**config.mk**
```make
export PLATFORM = sky130hd
export DESIGN_NAME = masked_byte_signature_scanner
export DESIGN_NICKNAME = d
export VERILOG_FILES = /design/src/mbss_pkg.sv /design/src/mbss_cfg.sv /design/src/mbss_match.sv /design/src/masked_byte_signature_scanner.sv
export SDC_FILE = /design/constraint.sdc
export NUM_CORES = 1
export LEC_CHECK = 0
export BUFFER_PORTS_ARGS = -buffer_cell sky130_fd_sc_hd__buf_2
export CAP_MARGIN = 20
export CORE_MARGIN = 2
export CORE_UTILIZATION = 50
export DETAILED_ROUTE_END_ITERATION = 16
export GPL_TIMING_DRIVEN = 1
export PLACE_DENSITY_LB_ADDON = 0.08
export SYNTH_ARGS = -nofsm -noshare
export SYNTH_HDL_FRONTEND = slang
export SYNTH_SLANG_ARGS = --single-unit
export TNS_END_PERCENT = 1
```
**constraint.sdc**
```tcl
create_clock -name clk -period 10.76 [get_ports clk]
set_input_delay 1.614 -clock clk [delete_from_list [all_inputs] [get_ports clk]]
set_output_delay 1.614 -clock clk [all_outputs]
set_load 0.01 [all_outputs]
```
**src/mbss_pkg.sv**
```systemverilog
// ----------------------------------------------------------------------------
// Masked byte signature scanner package
// Shared types, register indexes and default sizes for the scanner.
// ----------------------------------------------------------------------------
package mbss_pkg;

	// Default sizes handed to the top-level parameters.
	localparam int MAX_PATTERN_DEF   = 16;
	localparam int POSITION_BITS_DEF = 32;

	// Configuration port geometry.
	localparam int CFG_DATA_W  = 64;
	localparam int CFG_INDEX_W = 2;
	localparam int SIG_BYTES   = 16;
	localparam int LEN_FIELD_W = 5;
	localparam int OFFSET_W    = 32;

	// Register indexes.
	localparam logic [CFG_INDEX_W-1:0] REG_PATTERN_LOW  = 2'd0;
	localparam logic [CFG_INDEX_W-1:0] REG_PATTERN_HIGH = 2'd1;
	localparam logic [CFG_INDEX_W-1:0] REG_WILDCARD     = 2'd2;
	localparam logic [CFG_INDEX_W-1:0] REG_LENGTH       = 2'd3;

	// One input request.
	typedef struct packed {
		logic [7:0] data_byte;
		logic       region_start;
		logic       scan_start;
	} in_t;

	// One result.
	typedef struct packed {
		logic                match;
		logic                first_match_res;
		logic [OFFSET_W-1:0] match_offset;
	} out_t;

	// Configuration as seen by the match logic.
	typedef struct packed {
		logic [63:0]            pattern_high_bytes;
		logic [63:0]            pattern_low_bytes;
		logic [SIG_BYTES-1:0]   wildcard_bits;
		logic [LEN_FIELD_W-1:0] pattern_length;
	} cfg_t;

endpackage

```
**src/mbss_cfg.sv**
```systemverilog
// ----------------------------------------------------------------------------
// Masked byte signature scanner configuration registers
// Holds the signature, the wildcard mask and the signature length.
// ----------------------------------------------------------------------------
module mbss_cfg (
	input  logic                             clk,
	input  logic                             arst_n,
	input  logic                             cfg_write,
	input  logic [mbss_pkg::CFG_INDEX_W-1:0] cfg_index,
	input  logic [mbss_pkg::CFG_DATA_W-1:0]  cfg_data,
	output mbss_pkg::cfg_t                   cfg
);
	import mbss_pkg::*;

	cfg_t cfg_q;

	// Register writes; the length resets to one byte.
	always_ff @(posedge clk or negedge arst_n) begin
		if (!arst_n) begin
			cfg_q.pattern_low_bytes  <= '0;
			cfg_q.pattern_high_bytes <= '0;
			cfg_q.wildcard_bits      <= '0;
			cfg_q.pattern_length     <= LEN_FIELD_W'(1);
		end else if (cfg_write) begin
			unique case (cfg_index)
				REG_PATTERN_LOW:  cfg_q.pattern_low_bytes  <= cfg_data;
				REG_PATTERN_HIGH: cfg_q.pattern_high_bytes <= cfg_data;
				REG_WILDCARD:     cfg_q.wildcard_bits      <= cfg_data[SIG_BYTES-1:0];
				REG_LENGTH:       cfg_q.pattern_length     <= cfg_data[LEN_FIELD_W-1:0];
				default: begin
				end
			endcase
		end
	end

	assign cfg = cfg_q;

endmodule

```
**src/mbss_match.sv**
```systemverilog
// ----------------------------------------------------------------------------
// Masked byte signature scanner match stage
// Keeps the byte window, fill count, scan position and found flag, and
// compares the updated window against the signature in one pass.
// ----------------------------------------------------------------------------
module mbss_match #(
	parameter int MAX_PATTERN   = mbss_pkg::MAX_PATTERN_DEF,
	parameter int POSITION_BITS = mbss_pkg::POSITION_BITS_DEF
) (
	input  logic           clk,
	input  logic           arst_n,
	input  logic           advance,
	input  mbss_pkg::in_t  item,
	input  mbss_pkg::cfg_t cfg,
	output mbss_pkg::out_t result
);
	import mbss_pkg::*;

	localparam int LEN_W = $clog2(MAX_PATTERN + 1);
	localparam int IDX_W = (MAX_PATTERN > 1) ? $clog2(MAX_PATTERN) : 1;

	logic [7:0]               window_q [MAX_PATTERN];
	logic [7:0]               window_new [MAX_PATTERN];
	logic [LEN_W-1:0]         fill_q;
	logic [LEN_W-1:0]         fill_eff;
	logic [LEN_W-1:0]         fill_new;
	logic [POSITION_BITS-1:0] pos_q;
	logic [POSITION_BITS-1:0] here;
	logic [POSITION_BITS-1:0] offset;
	logic [63:0]              offset_ext;
	logic                     found_q;
	logic                     found_eff;
	logic [LEN_W-1:0]         len_eff;
	logic [LEN_W-1:0]         len_m1;
	logic [8*SIG_BYTES-1:0]   sig;
	logic [MAX_PATTERN-1:0]   byte_ok;
	logic                     hit;

	assign sig = {cfg.pattern_high_bytes, cfg.pattern_low_bytes};

	// Clamp the programmed length to the range one to MAX_PATTERN.
	always_comb begin
		if (cfg.pattern_length == '0) begin
			len_eff = LEN_W'(1);
		end else if (cfg.pattern_length > LEN_FIELD_W'(MAX_PATTERN)) begin
			len_eff = LEN_W'(MAX_PATTERN);
		end else begin
			len_eff = LEN_W'(cfg.pattern_length);
		end
		len_m1 = len_eff - LEN_W'(1);
	end

	// Apply the start flags, then shift the new byte into the window.
	always_comb begin
		fill_eff  = item.region_start ? '0 : fill_q;
		fill_new  = (fill_eff < LEN_W'(MAX_PATTERN)) ? fill_eff + LEN_W'(1) : fill_eff;
		found_eff = item.scan_start ? 1'b0 : found_q;
		here      = item.scan_start ? '0 : pos_q;
		window_new[0] = item.data_byte;
		for (int a = 1; a < MAX_PATTERN; a++) begin
			window_new[a] = window_q[a-1];
		end
	end

	// Signature byte i lines up with the window byte of age length-1-i.
	always_comb begin
		logic [LEN_W-1:0] age;
		for (int i = 0; i < MAX_PATTERN; i++) begin
			age = len_m1 - LEN_W'(i);
			byte_ok[i] = (LEN_W'(i) >= len_eff) || cfg.wildcard_bits[i] ||
				(window_new[age[IDX_W-1:0]] == sig[8*i +: 8]);
		end
	end

	assign hit        = (fill_new >= len_eff) && (&byte_ok);
	assign offset     = here - POSITION_BITS'(len_m1);
	assign offset_ext = 64'(offset);

	// Result fields; the offset and first flag read as zero without a match.
	always_comb begin
		result.match           = hit;
		result.first_match_res = hit && !found_eff;
		result.match_offset    = hit ? offset_ext[OFFSET_W-1:0] : '0;
	end

	// Control state advances with each request that leaves the input stage.
	always_ff @(posedge clk or negedge arst_n) begin
		if (!arst_n) begin
			fill_q  <= '0;
			pos_q   <= '0;
			found_q <= 1'b0;
		end else if (advance) begin
			fill_q  <= fill_new;
			pos_q   <= here + POSITION_BITS'(1);
			found_q <= found_eff || hit;
		end
	end

	// Window bytes are only read once the fill count covers them.
	always_ff @(posedge clk) begin
		if (advance) begin
			for (int a = 0; a < MAX_PATTERN; a++) begin
				window_q[a] <= window_new[a];
			end
		end
	end

endmodule

```
**src/masked_byte_signature_scanner.sv**
```systemverilog
// ----------------------------------------------------------------------------
// Masked byte signature scanner
// Searches a byte stream for a wildcard signature and reports each match.
// ----------------------------------------------------------------------------
// The scanner takes one byte per clock cycle while out_stall is low and gives one
// result per byte; each byte passes through the input register and then the
// result register. Every window position is compared side by side in the single
// match stage, so the rate does not depend on the signature length. A stalled
// output holds the result register, and the input register keeps taking a byte
// until it too is full. Configuration must be written only while no request is in
// flight.
module masked_byte_signature_scanner #(
	parameter int MAX_PATTERN   = mbss_pkg::MAX_PATTERN_DEF,
	parameter int POSITION_BITS = mbss_pkg::POSITION_BITS_DEF
) (
	input  logic                             clk,
	input  logic                             arst_n,
	input  logic                             in_valid,
	output logic                             in_stall,
	input  mbss_pkg::in_t                    in_data,
	output logic                             out_valid,
	input  logic                             out_stall,
	output mbss_pkg::out_t                   out_data,
	input  logic                             cfg_write,
	input  logic [mbss_pkg::CFG_INDEX_W-1:0] cfg_index,
	input  logic [mbss_pkg::CFG_DATA_W-1:0]  cfg_data
);
	import mbss_pkg::*;

	cfg_t cfg;
	in_t  item_s1;
	logic valid_s1;
	out_t result;
	out_t result_q;
	logic out_valid_q;
	logic advance;
	logic accept;

	mbss_cfg u_cfg (
		.clk       (clk),
		.arst_n    (arst_n),
		.cfg_write (cfg_write),
		.cfg_index (cfg_index),
		.cfg_data  (cfg_data),
		.cfg       (cfg)
	);

	mbss_match #(
		.MAX_PATTERN   (MAX_PATTERN),
		.POSITION_BITS (POSITION_BITS)
	) u_match (
		.clk     (clk),
		.arst_n  (arst_n),
		.advance (advance),
		.item    (item_s1),
		.cfg     (cfg),
		.result  (result)
	);

	// A request moves on when the result register is free or being emptied.
	assign advance  = valid_s1 && (!out_valid_q || !out_stall);
	assign in_stall = valid_s1 && !advance;
	assign accept   = in_valid && !in_stall;

	// Input register.
	always_ff @(posedge clk or negedge arst_n) begin
		if (!arst_n) begin
			valid_s1 <= 1'b0;
		end else if (accept) begin
			valid_s1 <= 1'b1;
		end else if (advance) begin
			valid_s1 <= 1'b0;
		end
	end

	always_ff @(posedge clk) begin
		if (accept) begin
			item_s1 <= in_data;
		end
	end

	// Result register.
	always_ff @(posedge clk or negedge arst_n) begin
		if (!arst_n) begin
			out_valid_q <= 1'b0;
		end else if (advance) begin
			out_valid_q <= 1'b1;
		end else if (!out_stall) begin
			out_valid_q <= 1'b0;
		end
	end

	always_ff @(posedge clk) begin
		if (advance) begin
			result_q <= result;
		end
	end

	assign out_valid = out_valid_q;
	assign out_data  = result_q;

endmodule
```
==> results of run 1 <==
cell families (layout without fill, tap and decap cells):
| logic type | after synthesis | after routing | synth area share [%] |
|---|---|---|---|
| buf+inv | 172 | 264 | 3.27 |
| compound gates | 411 | 411 | 12.8 |
| mux | 378 | 378 | 24.1 |
| flops | 353 | 353 | 42.3 |
| simple gates | 429 | 429 | 9.62 |
| fa+ha+maj | 28 | 28 | 1.56 |
| xor+xnor | 160 | 160 | 6.29 |
critical path, cell delays in order (launching register included):
cell and delay [ns]:
dfrtp_2 0.70, buf_4 0.50, nand2b_2 0.22, buf_4 0.47, ha_1 0.43, nand2_1 0.14
a211oi_2 0.60, nor2_4 0.19, xnor2_2 0.27, buf_4 0.35, mux4_2 0.58, xor2_1 0.16
nor4_1 0.64, a221oi_1 0.29, and4bb_1 0.41, nand4_4 0.76, nor3b_1 0.44
sequential cells by signal, summed over array words and instances (netlist names), 5 cells and up:
| register | cells |
|---|---|
| item_s1 | 10 |
| out_data | 34 |
| u_match.window_q | 120 |
| u_match.fill_q | 5 |
| u_match.pos_q | 32 |
| u_cfg.cfg | 149 |
power groups by stage:
stage	Sequential [mW]	Combinational, mW	Clock [mW]
after floorplan	1.74	2.37	0
after global placement	1.82	3.10	0
after detailed placement	1.82	3.15	0
after CTS	1.80	3.16	1.47
after global routing	1.83	3.42	1.52
final	1.81	3.21	1.44
through the flow:
stage | std cells | total power [mW] | hold WS, ns
floorplan | 1931 | 4.11 | 0.456
global placement | 2541 | 4.92 | 0.471
detailed placement | 2542 | 4.97 | 0.492
CTS | 2620 | 6.43 | 0.512
global route | 2623 | 6.76 | 0.538
finish | 2623 | 6.45 | 0.510
worst max path at each step:
| stage | from | to | slack, ns |
|---|---|---|---|
| 3_5_place_dp | u_cfg.cfg[1]$_DFFE_PN0P_ | out_data[4]$_SDFFCE_PN0P_ | 2.93 |
| 3_3_place_gp | u_cfg.cfg[1]$_DFFE_PN0P_ | out_data[4]$_SDFFCE_PN0P_ | 3.09 |
| 2_1_floorplan | out_stall | u_match.pos_q[31]$_DFFE_PN0P_ | 4.00 |
| 6_report | u_cfg.cfg[4]$_DFFE_PN0P_ | out_data[4]$_SDFFCE_PN0P_ | 3.34 |
| 5_1_grt | u_cfg.cfg[1]$_DFFE_PN0P_ | out_data[4]$_SDFFCE_PN0P_ | 2.90 |
| 4_1_cts | u_cfg.cfg[1]$_DFFE_PN0P_ | out_data[4]$_SDFFCE_PN0P_ | 2.90 |
metal layers:
metal	GRT usage, %	wire length [um]	up-vias
met3	6.75	6400	160
met5	0	41	-
met1	41.5	29200	8742
met2	47.6	32900	890
met4	16.5	4280	6
li1	-	-	7584
final cells by class:
type / count / area [um2] / area share (%)
multi-input combinational: 1406 / 12500 / 49.2
sequential: 353 / 9660 / 38.2
clock buffer: 54 / 1200 / 4.74
timing repair buffer: 156 / 930 / 3.67
tap: 600 / 751 / 2.97
clock inverter: 24 / 185 / 0.732
inverter: 30 / 123 / 0.485
cells in the final DEF (no fill, tap or decap), drive strengths merged, types with 22 or more instances in the layout:
cell type,synthesis,routed
a21oi,103,103
a221oi,42,42
a22oi,43,43
buf,37,154
clkbuf,105,56
dfrtp,188,188
edfxtp,164,164
ha,26,26
inv,28,35
mux2,157,157
mux2i,99,99
mux4,122,122
nand2,107,107
nand3,42,42
nor2,99,99
nor2b,22,22
nor3,51,51
o21ai,67,67
o22ai,28,28
xnor2,75,75
xor2,85,85
==> run_results.csv, run 1 <==
group,metric,value,unit
die,die_y,218,um
clock_tree,cts_made_buffers,42,
drt,vias,17400,
yosys,synth_area_leader_cell,"edfxtp_1",
clock_tree,cts_resized,0,
power_and_ir_drop,power_frac_clock,22.3,%
critical_path,timing.rr.start,"u_cfg.cfg[4]$_DFFE_PN0P_",
sta,period_needed,7.42,ns
worst_hold_path,hp-start,"valid_s1$_DFFE_PN0P_",
final_layout,fin_util,56.0,%
yosys,yosysWarningCount,0,
final_layout,fillCellCount,3842,
sta,fmax,135,MHz
clock_tree,cts_tree,"done",
sta,finalCritPeriodShare,68.9,%
critical_path,crit_arrival,7.81,ns
worst_hold_path,whs_path_depth,1,
yosys,synth-seq-area-share,42.3,%
yosys,synth_edf_count,164,
worst_hold_path,min_to,"out_valid$_DFFE_PN0P_",
drt,drt_pass1_iterations,8,
drt,drc,0,
sta,worst_pin_slew,1.43,ns
critical_path,crit_path_end_kind,"flop",
clock_tree,clk_pin_slew,0.07,ns
final_layout,area_delta_synth_final,10.9,%
yosys,syn_inst,1931,
yosys,ys_ff_latch,353,
die,dieArea,0.0474,mm2
sta,setup_ws,3.34,ns
yosys,syn-num-nets,2039,
yosys,synth.avg_cell_area,11.8,um2
placement,io_buffers,116,
drt,drt-vias-per-instance,6.63,
die,coreArea,0.0452,mm2
global_route,grt-ovfl-total,0,
critical_path,reg2regPathDepth,16,
power_and_ir_drop,seqPwrFrac,28.0,%
placement,hpwl,51900,um
clock_tree,postCtsSetupRepairBufs,0,
yosys,syn_area,0.0228,mm2
die,die_w,218,um
sta,tns,0,ns
yosys,yosys-top-cells-count,"188 x dfrtp_1, 164 x edfxtp_1, 157 x mux2_2",
sta,slew_violations,0,
power_and_ir_drop,irDropWorstVdd,0.137,mV
worst_hold_path,worst_hold_path_type,"flop to flop",
clock_tree,cts.sinks,353,
power_and_ir_drop,switching_power,2.61,mW
critical_path,regToRegSetupSlack,3.34,ns
die,rows,78,
global_route,grt_pass1_vias,16800,
critical_path,crit_path_start_kind,"flop",
yosys,yosysMostFrequentCell,"dfrtp_1",
die,initial_core_util,50.5,%
placement,placed_cell_area,0.0239,mm2
yosys,synthDistinctLibCells,85,
final_layout,postLayoutCellArea,0.0253,mm2
clock_tree,postCtsHoldBufs,0,
sta,rsz0062_at_grt,"no",
global_route,antenna_found_initial,4,
global_route,grt_max_degree,89,
drt,drt_iter0_markers,1984,
final_layout,num_antenna_cells,0,
yosys,synth_ff_type,"dfrtp_1",
drt,wire_per_inst,27.7,um
drt,drt_wl_total,72800,um
final_layout,drive_gt1_share,28.9,%
yosys,synthArstFlopShare,53.5,%
placement,gp_congestion,0.953,
critical_path,critical_path.max_fanout,50,
yosys,synth_top_area_share,21.6,%
global_route,grtUsageTotal,31.1,%
power_and_ir_drop,pwr-share-comb,49.8,%
clock_tree,cts_buffer_depth,3,
critical_path,worst_r2r_endpoint,"out_data[4]$_SDFFCE_PN0P_",
sta,slew_headroom,4.56,%
sta,hold_viol,0,
run,maxCapViolCount,0,
final_layout,fin_nets,2097,
critical_path,critPathKind,"flop to flop",
power_and_ir_drop,powerDensity,255,mW/mm2
power_and_ir_drop,p_int,3.84,mW
placement,post-place-ws,2.93,ns
power_and_ir_drop,swShare,40.4,%
critical_path,worstPathRequired,11.15,ns
power_and_ir_drop,power.leakage,9.61,nW
run_status,status,"complete, no violations",
clock_tree,cts_max_level,2,
die,io_pins,117,
clock_tree,clk_latency,0.60,ns
drt,drtAntennaViolNets,0,
yosys,yosys-top-cells-area,"edfxtp_1 22%, dfrtp_1 21%, mux4_2 12%",
sta,fin_worst_skew,0.0405,ns
clock_tree,clock_tree.root_cell,"clkbuf_16",
sta,final-setup-viol-count,0,
global_route,grt_pass1_wl,110000,um
(Power assumes the default switching activity.)
==> inputs of run 2 (changes only) <==
--- a/config.mk
+++ b/config.mk
@@ -5,6 +5,7 @@
 export SDC_FILE = /design/constraint.sdc
 export NUM_CORES = 1
 export LEC_CHECK = 0
+export ABC_AREA = 1
 export BUFFER_PORTS_ARGS = -buffer_cell sky130_fd_sc_hd__buf_2
 export CAP_MARGIN = 20
 export CORE_MARGIN = 2
==> constraint.sdc (replaced) <==
create_clock -name clk -period 6 [get_ports clk]
set_input_delay 0.9 -clock clk [delete_from_list [all_inputs] [get_ports clk]]
set_output_delay 0.9 -clock clk [all_outputs]
set_load 0.01 [all_outputs]
==> run_results.csv, run 2 <==
group,metric,value,unit
clock_tree,cts_made_buffers,41,
power_and_ir_drop,powerDensity,451,mW/mm2
critical_path,critical_path.max_fanout,36,
die,die_w,227,um
placement,gp_congestion,1.00,
die,rows,81,
clock_tree,clock_tree.root_cell,"clkbuf_16",
yosys,synth_edf_count,164,
clock_tree,cts_max_level,2,
critical_path,cp_cell_sequence,"nor2_2 > nand2_4 > nand2_8 > nand2_4 > ha_1 > nand3_1 > nand2_1 > ha_1 > inv_2 > buf_4 > nand3_1 > nand2_1 > nand2_1 > o21ai_1 > xor2_1 > nand2_1 > nor2_1 > nand2_1 > nand2_1 > nand2_1 > inv_2 > nand2_2 > nor3_2",
critical_path,worst_r2r_endpoint,"out_data[26]$_SDFFCE_PN0P_",
clock_tree,cts_buffer_depth,3,
drt,drt_wl_total,89900,um
clock_tree,clk_latency,0.60,ns
clock_tree,cts_tree,"done",
yosys,synthArstFlopShare,53.5,%
final_layout,num_antenna_cells,0,
critical_path,crit_cells,23,
clock_tree,postCtsHoldBufs,0,
placement,dp_cells,4316,
die,io_pins,117,
global_route,antenna_found_initial,2,
drt,drc,0,
clock_tree,cts_resized,0,
placement,io_buffers,116,
critical_path,crit_path_start_kind,"flop",
sta,fmax,197,MHz
power_and_ir_drop,irDropWorstVdd,0.239,mV
final_layout,final_common_cell,"nand2_1",
final_layout,area_delta_synth_final,9.15,%
yosys,ys_ff_latch,353,
sta,period_needed,5.09,ns
critical_path,reg2regPathDepth,23,
critical_path,cpMostUsedCell,"nand2_1",
final_layout,drive_gt1_share,8.29,%
yosys,yosys-top-cells-area,"nand2_1 22%, edfxtp_1 20%, dfrtp_1 19%",
yosys,synth_ff_type,"dfrtp_1",
critical_path,critPathSlowestCell,"inv_2",
yosys,synth_top_area_share,21.8,%
worst_hold_path,worst_hold_path_type,"input port to asynchronous set/reset pin",
sta,slew_headroom,24.7,%
global_route,grt_max_degree,169,
sta,worst_pin_slew,1.13,ns
final_layout,mostFrequentLayoutCells,"1,446 x nand2_1, 719 x nand3_1, 364 x inv_1",
sta,finalCritPeriodShare,84.8,%
sta,final-setup-viol-count,0,
yosys,synth-seq-area-share,38.7,%
final_layout,fillCellCount,4781,
clock_tree,clk_pin_slew,0.06,ns
sta,rsz0062_at_grt,"no",
drt,drt_pass1_iterations,6,
critical_path,crit_path_end_kind,"flop",
final_layout,postLayoutCellArea,0.0272,mm2
critical_path,slowest_delay,0.56,ns
critical_path,timing.rr.start,"u_cfg.cfg[1]$_DFFE_PN0P_",
global_route,grt_pass1_vias,22300,
critical_path,critPathKind,"flop to flop",
clock_tree,cts.sinks,353,
global_route,grt_pass1_wl,135000,um
critical_path,worstPathRequired,6.43,ns
global_route,grtUsageTotal,34.8,%
critical_path,critPathTopFamily,"simple AND/OR/NAND/NOR gates",
sta,fin_worst_skew,0.0201,ns
yosys,synth.avg_cell_area,6.79,um2
critical_path,regToRegSetupSlack,0.91,ns
yosys,synth_area_leader_cell,"nand2_1",
drt,drt-vias-per-instance,5.59,
yosys,syn-num-nets,3786,
yosys,syn_area,0.0250,mm2
run,maxCapViolCount,0,
power_and_ir_drop,power.leakage,14.0,nW
critical_path,crit_arrival,5.51,ns
die,dieArea,0.0517,mm2
drt,drt_iter0_markers,2667,
final_layout,stdcell_count,4393,
sta,slew_violations,0,
critical_path,crit_buf_inv,3,
die,coreArea,0.0492,mm2
clock_tree,postCtsSetupRepairBufs,0,
global_route,grt-ovfl-total,0,
final_layout,largest_reg_flops,149,
final_layout,fin_nets,3805,
die,initial_core_util,50.8,%
yosys,yosysMostFrequentCell,"nand2_1",
yosys,synthDistinctLibCells,45,
die,die_y,227,um
yosys,yosysWarningCount,0,
drt,wire_per_inst,20.5,um
placement,placed_cell_area,0.0258,mm2
sta,tns,0,ns
sta,hold_viol,0,
placement,hpwl,67600,um
run_status,status,"complete, no violations",
drt,vias,24600,
drt,drtAntennaViolNets,0,
yosys,syn_inst,3678,
yosys,yosys-top-cells-count,"1,447 x nand2_1, 721 x nand3_1, 365 x inv_1",
[run 2: changes by cell type after synthesis, moves of 51 or more]
cell	previous run	this run
inv_1	23	365
a21oi_1	86	10
mux2_2	157	0
xnor2_1	72	16
nand3_1	42	721
nor2_1	84	135
mux2i_1	99	0
o21ai_0	65	173
nand2_1	107	1447
mux4_2	122	0
[run 2: worst register-to-register path, delay by kind of cell (launching register included)]
kind                       cells  cell delay (ns)
xor gates and xnor gates       1             0.16
AOI/OAI and AO/OA              1             0.10
and+or+nand+nor               16             2.67
adders and majority gates      2             0.57
DFF                            1             0.44
buffers and inverters          3             0.98
[run 2: where the power goes]
group          internal [mW]  leakage, nW  switching, mW
clock network           1.60        0.688           1.11
registers               2.88         3.98          0.274
logic                   1.79         9.29           4.64
total                   6.27         14.0           6.02
[run 2: through the flow]
| stage | hold slack [ns] | utilization [%] | power [mW] | setup slack [ns] |
|---|---|---|---|---|
| floorplan | 0.426 | - | 7.56 | 1.84 |
| global placement | 0.429 | 52.4 | 9.41 | 1.08 |
| detailed placement | 0.433 | 52.4 | 9.47 | 0.979 |
| CTS | 0.307 | 55.3 | 12.2 | 0.973 |
| global route | 0.324 | 55.4 | 13.1 | 0.614 |
| finish | 0.286 | 55.4 | 12.3 | 0.913 |
[run 2: routing by layer]
layer | vias to the layer above | global-route usage (%) | part of all wire [%]
li1 | 11900 | - | -
met1 | 11500 | 48.0 | 43
met2 | 1031 | 53.9 | 44
met3 | 141 | 5.64 | 8.5
met4 | 0 | 15.4 | 4.8
met5 | - | 0 | 0
[run 2: kinds of logic (layout without fill, tap and decap cells)]
logic type / count (synthesis) / in the layout / synth area share (%)
buffers and inverters: 546 / 597 / 9.30
adders and majority gates: 27 / 27 / 1.38
and+or+nand+nor: 2472 / 2472 / 43.7
AOI/OAI and AO/OA: 205 / 205 / 4.30
xor gates and xnor gates: 75 / 75 / 2.63
DFF: 353 / 353 / 38.7
[run 2: cell type report]
cell class              count  area [um2]  share of cell area [%]
flip-flops and latches    353        9660                    35.4
well taps                 664         831                    3.05
repair buffers            147         887                    3.26
clock inverters            26         359                    1.32
multi-input cells        2779       13000                    47.8
inverters                 375        1420                    5.20
clock buffers              49        1080                    3.95
[run 2: worst max path at each step]
| stage | endpoint | start | slack (ns) |
|---|---|---|---|
| after CTS | out_data[1]$_SDFFCE_PN0P_ | u_cfg.cfg[4]$_DFFE_PN0P_ | 0.97 |
| after detailed placement | out_data[0]$_SDFFCE_PN0P_ | u_cfg.cfg[4]$_DFFE_PN0P_ | 0.98 |
| after floorplan | out_data[13]$_SDFFCE_PN0P_ | u_cfg.cfg[4]$_DFFE_PN0P_ | 1.84 |
| after global routing | out_data[1]$_SDFFCE_PN0P_ | u_cfg.cfg[4]$_DFFE_PN0P_ | 0.61 |
| final | out_data[26]$_SDFFCE_PN0P_ | u_cfg.cfg[1]$_DFFE_PN0P_ | 0.91 |
| after global placement | out_data[3]$_SDFFCE_PN0P_ | u_cfg.cfg[2]$_DFFE_PN0P_ | 1.08 |
